$ cat src/design/lkv_pkg.sv
// Shared constants for the LRU key-value cache.
// No dependencies.
package lkv_pkg;

   localparam int       OP_BITS   = 1;
   localparam logic     OP_GET    = 1'b0;
   localparam logic     OP_PUT    = 1'b1;

   localparam int       CAP_BITS  = 5;
   localparam logic [CAP_BITS-1:0] CAP_RESET = 5'd16;

endpackage

$ cat src/design/lkv_channels.sv
// Request and response channel interfaces for the LRU key-value cache.
// Depends on lkv_pkg.
interface lkv_req_if #(
   parameter int KEY_BITS   = 16,
   parameter int VALUE_BITS = 32
);
   logic                         valid;
   logic                         ready;
   logic [lkv_pkg::OP_BITS-1:0]  operation;
   logic [KEY_BITS-1:0]          key;
   logic [VALUE_BITS-1:0]        value;

   modport source (output valid, operation, key, value, input ready);
   modport sink   (input valid, operation, key, value, output ready);
endinterface

interface lkv_rsp_if #(
   parameter int KEY_BITS   = 16,
   parameter int VALUE_BITS = 32
);
   logic                    valid;
   logic                    ready;
   logic                    hit;
   logic [VALUE_BITS-1:0]   read_value;
   logic                    evicted;
   logic [KEY_BITS-1:0]     evicted_key;

   modport source (output valid, hit, read_value, evicted, evicted_key, input ready);
   modport sink   (input valid, hit, read_value, evicted, evicted_key, output ready);
endinterface

$ cat src/design/lkv_ram.sv
// Single-port-write, single-port-read RAM with registered read data.
// No dependencies.
module lkv_ram #(
   parameter int DEPTH = 16,
   parameter int WIDTH = 16
) (
   input  logic                     clock,
   input  logic                     wr_en,
   input  logic [$clog2(DEPTH)-1:0] wr_addr,
   input  logic [WIDTH-1:0]         wr_data,
   input  logic [$clog2(DEPTH)-1:0] rd_addr,
   output logic [WIDTH-1:0]         rd_data
);

   logic [WIDTH-1:0] mem [DEPTH];

   always_ff @(posedge clock) begin
      if (wr_en) begin
         mem[wr_addr] <= wr_data;
      end
      rd_data <= mem[rd_addr];
   end

endmodule

$ cat src/design/lru_key_value_cache_top.sv
// LRU key-value cache, fully associative, N = MAX_ENTRIES entries.
// A new request is not accepted until the previous item's response has been registered;
// the key/rank RAM read port is walked one entry per cycle in a search pass and,
// for hits and inserts, again in a recency pass.
// Reset (sync, active high) empties the store and sets capacity to 16;
// a capacity write empties the store too.
module lru_key_value_cache_top #(
   parameter int MAX_ENTRIES = 16,
   parameter int KEY_BITS    = 16,
   parameter int VALUE_BITS  = 32
) (
   input  logic                          clock,
   input  logic                          reset,
   input  logic                          csr_we,
   input  logic [lkv_pkg::CAP_BITS-1:0]  csr_wdata,
   lkv_req_if.sink                       req_bus,
   lkv_rsp_if.source                     rsp_bus
);

   localparam int IW = $clog2(MAX_ENTRIES);
   localparam int CW = $clog2(MAX_ENTRIES + 1);
   localparam int EW = (CW > lkv_pkg::CAP_BITS) ? CW : lkv_pkg::CAP_BITS;

   localparam logic [2:0] ST_IDLE   = 3'd0;
   localparam logic [2:0] ST_SCAN   = 3'd1;
   localparam logic [2:0] ST_DECIDE = 3'd2;
   localparam logic [2:0] ST_UPDATE = 3'd3;
   localparam logic [2:0] ST_DONE   = 3'd4;

   logic [2:0]                   state_ff, state_in;
   logic [lkv_pkg::OP_BITS-1:0]  op_ff, op_in;
   logic [KEY_BITS-1:0]          key_ff, key_in;
   logic [VALUE_BITS-1:0]        value_ff, value_in;

   logic [CW-1:0]                cnt_ff, cnt_in;
   logic                         probe_vld_ff, probe_vld_in;
   logic [IW-1:0]                probe_idx_ff, probe_idx_in;
   logic                         valid_rd_ff;

   logic                         found_vld_ff, found_vld_in;
   logic [IW-1:0]                found_idx_ff, found_idx_in;
   logic [IW-1:0]                ref_rank_ff, ref_rank_in;
   logic                         victim_vld_ff, victim_vld_in;
   logic [IW-1:0]                victim_idx_ff, victim_idx_in;
   logic [IW-1:0]                victim_rank_ff, victim_rank_in;
   logic [KEY_BITS-1:0]          victim_key_ff, victim_key_in;
   logic                         free_vld_ff, free_vld_in;
   logic [IW-1:0]                free_idx_ff, free_idx_in;

   logic                         hit_ff, hit_in;
   logic                         evict_ff, evict_in;
   logic                         insert_ff, insert_in;
   logic [IW-1:0]                tgt_idx_ff, tgt_idx_in;

   logic [MAX_ENTRIES-1:0]       valid_ff, valid_in;
   logic [CW-1:0]                occ_ff, occ_in;
   logic [lkv_pkg::CAP_BITS-1:0] cap_ff, cap_in;

   logic                         rsp_valid_ff, rsp_valid_in;
   logic                         rsp_hit_ff, rsp_hit_in;
   logic [VALUE_BITS-1:0]        rsp_rdata_ff, rsp_rdata_in;
   logic                         rsp_ev_ff, rsp_ev_in;
   logic [KEY_BITS-1:0]          rsp_evkey_ff, rsp_evkey_in;

   // RAM ports
   logic                         key_we, val_we, rank_we;
   logic [IW-1:0]                key_wa, val_wa, rank_wa;
   logic [VALUE_BITS-1:0]        val_wd;
   logic [IW-1:0]                rank_wd;
   logic [IW-1:0]                scan_addr;
   logic [KEY_BITS-1:0]          key_rd;
   logic [VALUE_BITS-1:0]        val_rd;
   logic [IW-1:0]                rank_rd;

   logic                         issue;
   logic [EW-1:0]                eff_cap;
   logic                         evict_now;
   logic                         insert_now;
   logic [IW-1:0]                slot;

   assign scan_addr = cnt_ff[IW-1:0];
   assign issue     = (cnt_ff < CW'(MAX_ENTRIES));

   always_comb begin
      if (cap_ff == '0) begin
         eff_cap = EW'(1);
      end else if (EW'(cap_ff) > EW'(MAX_ENTRIES)) begin
         eff_cap = EW'(MAX_ENTRIES);
      end else begin
         eff_cap = EW'(cap_ff);
      end
   end

   // miss decisions, used in the decide step
   always_comb begin
      evict_now  = !found_vld_ff && (op_ff == lkv_pkg::OP_PUT) && victim_vld_ff &&
                   (EW'(occ_ff) >= eff_cap);
      if (evict_now) begin
         slot = (free_vld_ff && (free_idx_ff < victim_idx_ff)) ? free_idx_ff : victim_idx_ff;
      end else begin
         slot = free_idx_ff;
      end
      insert_now = !found_vld_ff && (op_ff == lkv_pkg::OP_PUT) && (evict_now || free_vld_ff);
   end

   lkv_ram #(.DEPTH(MAX_ENTRIES), .WIDTH(KEY_BITS)) u_key_ram (
      .clock   (clock),
      .wr_en   (key_we),
      .wr_addr (key_wa),
      .wr_data (key_ff),
      .rd_addr (scan_addr),
      .rd_data (key_rd)
   );

   lkv_ram #(.DEPTH(MAX_ENTRIES), .WIDTH(VALUE_BITS)) u_val_ram (
      .clock   (clock),
      .wr_en   (val_we),
      .wr_addr (val_wa),
      .wr_data (val_wd),
      .rd_addr (found_idx_ff),
      .rd_data (val_rd)
   );

   lkv_ram #(.DEPTH(MAX_ENTRIES), .WIDTH(IW)) u_rank_ram (
      .clock   (clock),
      .wr_en   (rank_we),
      .wr_addr (rank_wa),
      .wr_data (rank_wd),
      .rd_addr (scan_addr),
      .rd_data (rank_rd)
   );

   always_comb begin
      state_in       = state_ff;
      op_in          = op_ff;
      key_in         = key_ff;
      value_in       = value_ff;
      cnt_in         = cnt_ff;
      probe_vld_in   = 1'b0;
      probe_idx_in   = probe_idx_ff;
      found_vld_in   = found_vld_ff;
      found_idx_in   = found_idx_ff;
      ref_rank_in    = ref_rank_ff;
      victim_vld_in  = victim_vld_ff;
      victim_idx_in  = victim_idx_ff;
      victim_rank_in = victim_rank_ff;
      victim_key_in  = victim_key_ff;
      free_vld_in    = free_vld_ff;
      free_idx_in    = free_idx_ff;
      hit_in         = hit_ff;
      evict_in       = evict_ff;
      insert_in      = insert_ff;
      tgt_idx_in     = tgt_idx_ff;
      valid_in       = valid_ff;
      occ_in         = occ_ff;
      cap_in         = cap_ff;
      rsp_valid_in   = rsp_valid_ff && !rsp_bus.ready;
      rsp_hit_in     = rsp_hit_ff;
      rsp_rdata_in   = rsp_rdata_ff;
      rsp_ev_in      = rsp_ev_ff;
      rsp_evkey_in   = rsp_evkey_ff;
      key_we         = 1'b0;
      key_wa         = slot;
      val_we         = 1'b0;
      val_wa         = slot;
      val_wd         = value_ff;
      rank_we        = 1'b0;
      rank_wa        = probe_idx_ff;
      rank_wd        = '0;

      unique case (state_ff)
         ST_IDLE: begin
            if (req_bus.valid) begin
               op_in         = req_bus.operation;
               key_in        = req_bus.key;
               value_in      = req_bus.value;
               cnt_in        = '0;
               found_vld_in  = 1'b0;
               victim_vld_in = 1'b0;
               free_vld_in   = 1'b0;
               state_in      = ST_SCAN;
            end
         end

         ST_SCAN: begin
            // one entry a cycle through the key compare and rank compare
            if (probe_vld_ff) begin
               if (valid_rd_ff && (key_rd == key_ff) && !found_vld_ff) begin
                  found_vld_in = 1'b1;
                  found_idx_in = probe_idx_ff;
                  ref_rank_in  = rank_rd;
               end
               if (valid_rd_ff && (!victim_vld_ff || (rank_rd > victim_rank_ff))) begin
                  victim_vld_in  = 1'b1;
                  victim_idx_in  = probe_idx_ff;
                  victim_rank_in = rank_rd;
                  victim_key_in  = key_rd;
               end
               if (!valid_rd_ff && !free_vld_ff) begin
                  free_vld_in = 1'b1;
                  free_idx_in = probe_idx_ff;
               end
            end
            if (issue) begin
               cnt_in       = cnt_ff + CW'(1);
               probe_vld_in = 1'b1;
               probe_idx_in = scan_addr;
            end else begin
               state_in = ST_DECIDE;
            end
         end

         ST_DECIDE: begin
            hit_in    = found_vld_ff;
            evict_in  = evict_now;
            insert_in = insert_now;
            cnt_in    = '0;
            if (found_vld_ff) begin
               tgt_idx_in = found_idx_ff;
               if (op_ff == lkv_pkg::OP_PUT) begin
                  val_we = 1'b1;
                  val_wa = found_idx_ff;
               end
            end else if (insert_now) begin
               tgt_idx_in = slot;
               key_we     = 1'b1;
               val_we     = 1'b1;
               if (evict_now) begin
                  valid_in[victim_idx_ff] = 1'b0;
               end else begin
                  occ_in = occ_ff + CW'(1);
               end
               valid_in[slot] = 1'b1;
            end
            state_in = (found_vld_ff || insert_now) ? ST_UPDATE : ST_DONE;
         end

         ST_UPDATE: begin
            // insert ages every valid entry; a hit ages only the younger ones
            if (probe_vld_ff) begin
               rank_we = 1'b1;
               if (probe_idx_ff == tgt_idx_ff) begin
                  rank_wd = '0;
               end else if (valid_rd_ff && (insert_ff || (rank_rd < ref_rank_ff))) begin
                  rank_wd = rank_rd + IW'(1);
               end else begin
                  rank_wd = rank_rd;
               end
            end
            if (issue) begin
               cnt_in       = cnt_ff + CW'(1);
               probe_vld_in = 1'b1;
               probe_idx_in = scan_addr;
            end else begin
               state_in = ST_DONE;
            end
         end

         ST_DONE: begin
            if (!rsp_valid_ff || rsp_bus.ready) begin
               rsp_valid_in = 1'b1;
               rsp_hit_in   = hit_ff;
               rsp_rdata_in = (hit_ff && (op_ff == lkv_pkg::OP_GET)) ? val_rd : '0;
               rsp_ev_in    = evict_ff;
               rsp_evkey_in = evict_ff ? victim_key_ff : '0;
               state_in     = ST_IDLE;
            end
         end

         default: begin
            state_in = ST_IDLE;
         end
      endcase

      if (csr_we) begin
         cap_in   = csr_wdata;
         valid_in = '0;
         occ_in   = '0;
      end
   end

   always_ff @(posedge clock) begin
      if (reset) begin
         state_ff     <= ST_IDLE;
         probe_vld_ff <= 1'b0;
         valid_ff     <= '0;
         occ_ff       <= '0;
         cap_ff       <= lkv_pkg::CAP_RESET;
         rsp_valid_ff <= 1'b0;
      end else begin
         state_ff     <= state_in;
         probe_vld_ff <= probe_vld_in;
         valid_ff     <= valid_in;
         occ_ff       <= occ_in;
         cap_ff       <= cap_in;
         rsp_valid_ff <= rsp_valid_in;
      end
   end

   always_ff @(posedge clock) begin
      op_ff          <= op_in;
      key_ff         <= key_in;
      value_ff       <= value_in;
      cnt_ff         <= cnt_in;
      probe_idx_ff   <= probe_idx_in;
      valid_rd_ff    <= valid_ff[scan_addr];
      found_vld_ff   <= found_vld_in;
      found_idx_ff   <= found_idx_in;
      ref_rank_ff    <= ref_rank_in;
      victim_vld_ff  <= victim_vld_in;
      victim_idx_ff  <= victim_idx_in;
      victim_rank_ff <= victim_rank_in;
      victim_key_ff  <= victim_key_in;
      free_vld_ff    <= free_vld_in;
      free_idx_ff    <= free_idx_in;
      hit_ff         <= hit_in;
      evict_ff       <= evict_in;
      insert_ff      <= insert_in;
      tgt_idx_ff     <= tgt_idx_in;
      rsp_hit_ff     <= rsp_hit_in;
      rsp_rdata_ff   <= rsp_rdata_in;
      rsp_ev_ff      <= rsp_ev_in;
      rsp_evkey_ff   <= rsp_evkey_in;
   end

   assign req_bus.ready       = (state_ff == ST_IDLE);
   assign rsp_bus.valid       = rsp_valid_ff;
   assign rsp_bus.hit         = rsp_hit_ff;
   assign rsp_bus.read_value  = rsp_rdata_ff;
   assign rsp_bus.evicted     = rsp_ev_ff;
   assign rsp_bus.evicted_key = rsp_evkey_ff;

endmodule

$ cat src/flat_wrapper.sv
// flat-port wrapper written by rule: the top's interface ports become plain ports
module lru_key_value_cache_top_flat 
#(
   parameter int MAX_ENTRIES = 16,
   parameter int KEY_BITS    = 16,
   parameter int VALUE_BITS  = 32
)
  (clock, reset, csr_we, csr_wdata, req_bus_valid, req_bus_operation, req_bus_key, req_bus_value, req_bus_ready, rsp_bus_valid, rsp_bus_hit, rsp_bus_read_value, rsp_bus_evicted, rsp_bus_evicted_key, rsp_bus_ready);
  lkv_req_if #(.KEY_BITS(KEY_BITS), .VALUE_BITS(VALUE_BITS)) req_bus_i ();
  lkv_rsp_if #(.KEY_BITS(KEY_BITS), .VALUE_BITS(VALUE_BITS)) rsp_bus_i ();
  input  logic clock;
  input  logic reset;
  input  logic csr_we;
  input  logic [lkv_pkg::CAP_BITS-1:0] csr_wdata;
  input wire logic [$bits(req_bus_i.valid)-1:0] req_bus_valid;
  input wire logic [$bits(req_bus_i.operation)-1:0] req_bus_operation;
  input wire logic [$bits(req_bus_i.key)-1:0] req_bus_key;
  input wire logic [$bits(req_bus_i.value)-1:0] req_bus_value;
  output wire logic [$bits(req_bus_i.ready)-1:0] req_bus_ready;
  output wire logic [$bits(rsp_bus_i.valid)-1:0] rsp_bus_valid;
  output wire logic [$bits(rsp_bus_i.hit)-1:0] rsp_bus_hit;
  output wire logic [$bits(rsp_bus_i.read_value)-1:0] rsp_bus_read_value;
  output wire logic [$bits(rsp_bus_i.evicted)-1:0] rsp_bus_evicted;
  output wire logic [$bits(rsp_bus_i.evicted_key)-1:0] rsp_bus_evicted_key;
  input wire logic [$bits(rsp_bus_i.ready)-1:0] rsp_bus_ready;
  assign req_bus_i.valid = req_bus_valid;
  assign req_bus_i.operation = req_bus_operation;
  assign req_bus_i.key = req_bus_key;
  assign req_bus_i.value = req_bus_value;
  assign req_bus_ready = req_bus_i.ready;
  assign rsp_bus_valid = rsp_bus_i.valid;
  assign rsp_bus_hit = rsp_bus_i.hit;
  assign rsp_bus_read_value = rsp_bus_i.read_value;
  assign rsp_bus_evicted = rsp_bus_i.evicted;
  assign rsp_bus_evicted_key = rsp_bus_i.evicted_key;
  assign rsp_bus_i.ready = rsp_bus_ready;
  lru_key_value_cache_top #(.MAX_ENTRIES(MAX_ENTRIES), .KEY_BITS(KEY_BITS), .VALUE_BITS(VALUE_BITS)) u_core (.clock(clock), .reset(reset), .csr_we(csr_we), .csr_wdata(csr_wdata), .req_bus(req_bus_i), .rsp_bus(rsp_bus_i));
endmodule
$ cat config.mk
export PLATFORM = sky130hd
export DESIGN_NAME = lru_key_value_cache_top_flat
export DESIGN_NICKNAME = d
export VERILOG_FILES = /design/src/design/lkv_pkg.sv /design/src/design/lkv_channels.sv /design/src/design/lkv_ram.sv /design/src/design/lru_key_value_cache_top.sv /design/src/flat_wrapper.sv
export SDC_FILE = /design/constraint.sdc
export NUM_CORES = 1
export LEC_CHECK = 0
export ABC_CLOCK_PERIOD_IN_PS = 8330
export BUFFER_PORTS_ARGS = -buffer_cell sky130_fd_sc_hd__buf_2
export CAP_MARGIN = 20
export CELL_PAD_IN_SITES_DETAIL_PLACEMENT = 1
export CELL_PAD_IN_SITES_GLOBAL_PLACEMENT = 2
export CORE_MARGIN = 2
export CORE_UTILIZATION = 53
export DETAILED_ROUTE_END_ITERATION = 8
export GPL_ROUTABILITY_DRIVEN = 1
export PLACE_DENSITY_LB_ADDON = 0.1
export SYNTH_ARGS = -nofsm -noshare
export SYNTH_HDL_FRONTEND = slang
export SYNTH_SLANG_ARGS = --single-unit
$ cat constraint.sdc
create_clock -name clock -period 8.33 [get_ports clock]
set_clock_uncertainty 0.05 [all_clocks]
set_input_delay 1.666 -clock clock [delete_from_list [all_inputs] [get_ports clock]]
set_output_delay 1.666 -clock clock [all_outputs]
set_load 0.02 [all_outputs]
==> metrics, run 1 <==
GRT Overall Usage a little under a quarter; # Post-CTS Setup Buffers 0; slew margin rel. 29.5%; number of library cell types mapped by synthesis 60; initial antenna violation count 3; cell depth of the worst hold path 0; ys async rst share 0%; DRC viols 0; EDFF count, synth around 1,000; VDD IR max around 0.18 mV; final hold viol count 0; worst hold start u_core.hit_ff; most frequent cells in the layout edfxtp_1 (986), mux4_2 (265), clkbuf_16 (111), buf_2 (111), dfxtp_1 (84); Worst R2R End u_core.u_val_ram.mem[8][19]; Vias 19,100; Initial Utilization ~53%; Final TNS setup 0 ns; CP endpoint kind register; Crit path largest cell delay approximately 0.63 ns; RSZ-0062 raised after global routing no; Mapped Cells 1,860; first-pass GRT wire length approximately 140 mm; Syn Area/Cell roughly 22 um2; TritonCTS buffer count about 110; Worst Tran Pin Value ~1.1 ns; share of cells above drive strength 1 between 20% and 30%; Iter 0 DRT Violations 1,802; crit path max-delay cell type a21oi_2; die span in x between 200 and 300 um; Via density about 6; Antenna Cells 0; Reg-to-Reg Start u_core.cap_ff[1]; kind of critical path register to register; row cnt about 100; CTS Sinks 1,070; total gr overflow 0; Port-buffer cells between 100 and 150; hold path endpoint u_core.rsp_bus.hit; Synth Warn # 0; die area between 70,000 and 80,000 um2; Min-Delay Path Class register to register; core area between 70,000 and 80,000 um2; Area growth, synth to finish 13.6%; part of the cycle the worst path needs around 52%; CP most frequent cell nor2_1; overall routed net length around 90 mm; min Tclk post-route around 4.3 ns; dpl hpwl approximately 54 mm; leakage power 14.6 nW; Max-Cap Viols 0; Hold WS 0.400 ns; largest net degree at the start of global routing between 100 and 150; outcome complete, no violations; WL/cell ~30 um; drt first pass iters 5; post-cts resize count 0; CTS tree done; required time of the critical path about 8.6 ns; worst-skew pair later-pin latency roughly 0.66 ns; Final Net Count approximately 2,100; H-tree depth reported by CTS 3; final slew viol count 0; number of global-route vias before repair 20,300; Root Driver clkbuf_16; register clock-pin slew on the reported worst setup and hold paths roughly 0.060 ns; Crit Path Max Fanout 32; Seq/Total Area, Yosys approximately 78%; die height around 280 um; maximum clock insertion buffer count 3; most common cell after layout, fill and taps aside edfxtp_1; CP arrival ~4.6 ns; FF+latch count, synth ~1,100; Setup Viol. Count Final 0; Critical Path Start Type register; cts hold-fix bufs 0; number of nets still failing antenna checks after routing 0; Post-Synthesis Cell Area 40,400 um2; Worst R2R Path Depth 12; cell chain of the critical path nor3_1 -> nor2_1 -> nor2_1 -> ha_1 -> nor2b_1 -> o21ai_1 -> a21oi_2 -> inv_2 -> nand3_1 -> o211ai_1 -> nor4_2 -> buf_4; reg2reg setup slack about 4.0 ns; I/O pin cnt approximately 110; Synth Flop Type edfxtp_1; syn_nets 1,937; PD cells 261 nW/um2; Final GP Congestion between 0.8 and 0.9; FMAX around 0.23 GHz
[critical path, delay by kind of cell, from the launching register on]
family / cells / cell delay, ns
and+or+nand+nor: 6 / 1.19
AOI/OAI and AO/OA: 3 / 1.25
adders and majority gates: 1 / 0.26
buffers and inverters: 2 / 0.82
DFF: 1 / 0.32
[layout make-up]
class                   count  area [um2]
flip-flops and latches   1070       31300
fillers                  6202       29800
multi-input cells         674        8730
clock buffers             154        3050
well taps                 978        1220
repair buffers            153         923
clock inverters            51         534
inverters                  31         116
[routing by layer]
metal	vias to the layer above	routed length (um)	global-route usage [%]	part of all wire [%]
li1	8070	-	-	-
met1	10200	41600	37.2	46
met2	650	42200	35.8	46
met3	107	5720	3.88	6.3
met4	0	1460	5.77	1.6
met5	-	0	0	0
[state kept, by name, indices dropped and copies added (netlist names), 5 cells and up]
register	flops
u_core.cap_ff	5
u_core.cnt_ff	5
u_core.key_ff	16
u_core.occ_ff	5
u_core.rsp_bus.evicted_key	16
u_core.rsp_bus.read_value	32
u_core.u_key_ram.mem	256
u_core.u_key_ram.rd_data	16
u_core.u_rank_ram.mem	64
u_core.u_val_ram.mem	512
u_core.u_val_ram.rd_data	32
u_core.val_wd	32
u_core.valid_ff	16
u_core.victim_key_ff	16
[synth_stat cells, types with 12 or more instances]
library cell    n  share of area (%)
nor3_1         17               0.21
nor2_1         48               0.45
buf_2          17               0.21
o21ai_0        16               0.20
nor4_1         18               0.28
ha_1           18               0.56
and2_1         52               0.81
xor2_1         14               0.30
nand2b_1       12               0.19
xnor2_1        13               0.28
edfxtp_1      986                 73
nand2_1        43               0.40
inv_1          27               0.25
dfxtp_1        84                4.2
nand3_1        19               0.24
clkbuf_1       52               0.48
nand4_1        17               0.26
a21oi_1        19               0.24
a31oi_1        13               0.20
mux4_2        265                 15
[per-stage QoR]
stage               worst slack, ns  cells  utilization, %  power [mW]  cell area [um2]
finish                         4.01   3111            60.6        12.0            45900
global route                   3.74   3111            60.6        12.3            45900
CTS                            4.04   3107            60.5        12.0            45800
detailed placement             4.05   2902            55.8        7.20            42200
global placement               4.31   2902            55.8        7.17            42200
floorplan                      2.72   1860               -        6.84            40400
[worst max path at each step]
stage | start | endpoint | slack (ns)
5_1_grt | u_core.cap_ff[1] | u_core.u_val_ram.mem[10][24] | 3.74
4_1_cts | u_core.cap_ff[1] | u_core.u_val_ram.mem[8][19] | 4.04
2_1_floorplan | u_core.cap_ff[1] | u_core.u_val_ram.mem[5][0] | 2.72
3_5_place_dp | u_core.cap_ff[1] | u_core.u_val_ram.mem[8][24] | 4.05
6_report | u_core.cap_ff[1] | u_core.u_val_ram.mem[8][19] | 4.01
3_3_place_gp | u_core.cap_ff[1] | u_core.u_val_ram.mem[4][14] | 4.31
[logic make-up (layout without fill, tap and decap cells)]
group	Yosys count	in the layout	synth area share, %
flip-flops	1070	1070	77.5
AO/OA/AOI/OAI	100	100	1.77
AND/OR/NAND/NOR	255	255	3.36
buffers and inverters	116	389	1.21
XOR/XNOR	27	27	0.586
multiplexers	274	274	15.0
adder cells (fa/ha/maj)	18	18	0.558
[power by group]
group	switching, mW	internal (mW)	total [mW]
registers	0.203	6.08	6.28
clock network	1.99	2.88	4.87
logic	0.460	0.348	0.808
total	2.65	9.31	12.0
(Power assumes the default switching activity.)
==> run 2: changes to the inputs <==
ABC_AREA = 1   (was unset)
ABC_CLOCK_PERIOD_IN_PS = 4390   (was 8330)
CORE_UTILIZATION = 45   (was 53)
clock period = 4.39 ns   (was 8.33 ns; I/O delays follow)
==> metrics, run 2 <==
leading area contributor after synthesis edfxtp_1; Largest register FFs between 500 and 600; leakage power 17.0 nW; Max-Cap Viols 0; Largest Register u_core.u_val_ram.mem; DRC viols 0; Synth Flop Type edfxtp_1; largest net degree at the start of global routing 173; post-cts resize count 0; Worst Tran Pin Value 1.07 ns; Area growth, synth to finish 14.3%; part of the cycle the worst path needs between 80 and 90%; Setup Viol. Count Final 0; grt met2 use about 40%; register clock-pin slew on the reported worst setup and hold paths ~0.060 ns; share of cells above drive strength 1 11.5%; most numerous cell in the Yosys netlist edfxtp_1; post-route cell area 47,400 um2; number of placed instances with taps included 4,224; kind of critical path register to register; synth top area cells edfxtp_1 (71%), o21ai_0 (4.4%), dfxtp_1 (4.0%); Final GP Congestion roughly 0.8; # Post-CTS Setup Buffers 0; Critical Path Start Type register; core area 91,500 um2; Iter 0 DRT Violations 1,844; Final TNS setup 0 ns; slew margin rel. 29.0%; Seq/Total Area, Yosys about three quarters; number of global-route vias before repair between 20,000 and 30,000; CTS Sinks about 1,100; Final Util 51.8%; drt first pass iters 7; Post-Synthesis Cell Area a little over 40,000 um2; required time of the critical path between 4 and 5 ns; WL/cell 24.9 um; die area 94,700 um2; min Tclk post-route ~4 ns; grt met3 use under 10%; final slew viol count 0; cts hold-fix bufs 0; VDD IR max between 0.4 and 0.5 mV; Min-Delay Path Class primary input to register; FMAX between 0.2 and 0.3 GHz; die span in x 308 um; Final Instance Count excl. Fillers between 4,000 and 5,000; CP arrival 4.24 ns; Mapped Cells 3,027; busiest layer in global routing met2; Final Net Count 3,230; number of library cell types mapped by synthesis 44; PD cells approximately 530 nW/um2; dpl hpwl ~67 mm; FF+latch count, synth 1,070; EDFF count, synth slightly below 1,000; TritonCTS buffer count between 100 and 150; Via density 5.56; GR Layer Usage met1 31.8%; largest registers u_core.u_val_ram.mem: 512 flops, u_core.u_key_ram.mem: 256 flops, u_core.u_rank_ram.mem: 64 flops; most frequent cells in the layout edfxtp_1 (986), o21ai_0 (369), nor2_1 (264); Synth top area share a little under three quarters; final hold viol count 0; worst-skew pair later-pin latency 0.68 ns; row cnt around 110; die height around 300 um; Port-buffer cells between 100 and 150; DP Area 43,900 um2; outcome complete, no violations; ys async rst share 0%; commonest cells in the netlist edfxtp_1 (986), o21ai_0 (369), nor2_1 (282); cell depth of the worst hold path 1; Antenna Cells 0; overall routed net length approximately 110 mm; initial antenna violation count 3; syn_nets roughly 3,100; Root Driver clkbuf_16; number of nets still failing antenna checks after routing 0; Synth Warn # 0; Syn Area/Cell around 14 um2; CP endpoint kind register; H-tree depth reported by CTS 3; Crit Path Max Fanout 24; Worst R2R Path Depth 15; first-pass GRT wire length 167 mm; RSZ-0062 raised after global routing no; maximum clock insertion buffer count 3; GRT Overall Usage between 20% and 30%; total gr overflow 0; CTS tree done; Hold WS 0.321 ns; most common cell after layout, fill and taps aside edfxtp_1; I/O pin cnt ~110; Initial Utilization approximately 45%; Vias 24,700
[run 2: cell types whose count changed after synthesis, sizes merged, moves of 78 or more]
cell    delta
a21oi    +143
clkbuf    +78
inv      +238
mux2i    +119
mux4     -265
nand2    +144
nand3     +81
nor2     +234
o211ai   +131
o21ai    +354
[run 2: final timing paths]
check,from,slack [ns],to
worst max register to register,u_core.cap_ff[0],0.47,u_core.u_val_ram.mem[9][12]
worst min register to register,u_core.u_key_ram.rd_data[12],0.39,u_core.victim_key_ff[12]
worst min-delay path,req_bus_value[15],0.32,u_core.val_wd[15]
worst max-delay path,u_core.cap_ff[0],0.47,u_core.u_val_ram.mem[9][12]
[run 2: cell families after synthesis]
family / after synthesis / synth area share, %
flops: 1070 / 75.3
compound gates: 768 / 10.6
simple gates: 584 / 5.80
buf+inv: 438 / 4.14
mux: 128 / 3.09
xor+xnor: 21 / 0.443
fa+ha+maj: 18 / 0.542
[run 2: power by group]
part	switching, mW	total, mW	internal, mW
clock	3.83	9.15	5.31
sequential	0.713	12.7	12.0
combinational	2.44	3.37	0.930
[run 2: cell type report]
cell class / count / area, um2
Fill cell: 8902 / 44100
Sequential cell: 1070 / 31300
Multi-Input combinational cell: 1519 / 8660
Clock buffer: 163 / 3160
Tap cell: 1186 / 1480
Timing Repair Buffer: 181 / 1450
Inverter: 269 / 1020
Clock inverter: 47 / 384
[run 2: metal layers]
layer	vias to the layer above	share of wire, %	routed length [um]
li1	11300	-	-
met1	12700	44	48800
met2	491	50	54700
met3	155	3.7	4130
met4	4	2.5	2760
met5	-	0.021	23
[run 2: per-stage QoR]
step | power [mW] | setup WS [ns]
finish | 25.2 | 0.473
global route | 26.2 | 0.158
CTS | 25.4 | 0.472
detailed placement | 16.3 | 0.485
global placement | 16.1 | 0.616
floorplan | 14.6 | 0.209
[run 2: worst max-delay path, stage by stage (launching register included)]
cell and delay, ns:
dfxtp_1 0.32, or4_1 0.54, nand2_1 0.12, nand2_1 0.07, ha_1 0.29, nand3_1 0.07
nor2_1 0.17, nor2_1 0.13, nor2_8 0.17, nand2_4 0.12, nand2_1 0.09, nand2_1 0.11
o21ai_0 0.28, nand3_1 0.38, nor2_4 0.43, buf_12 0.24
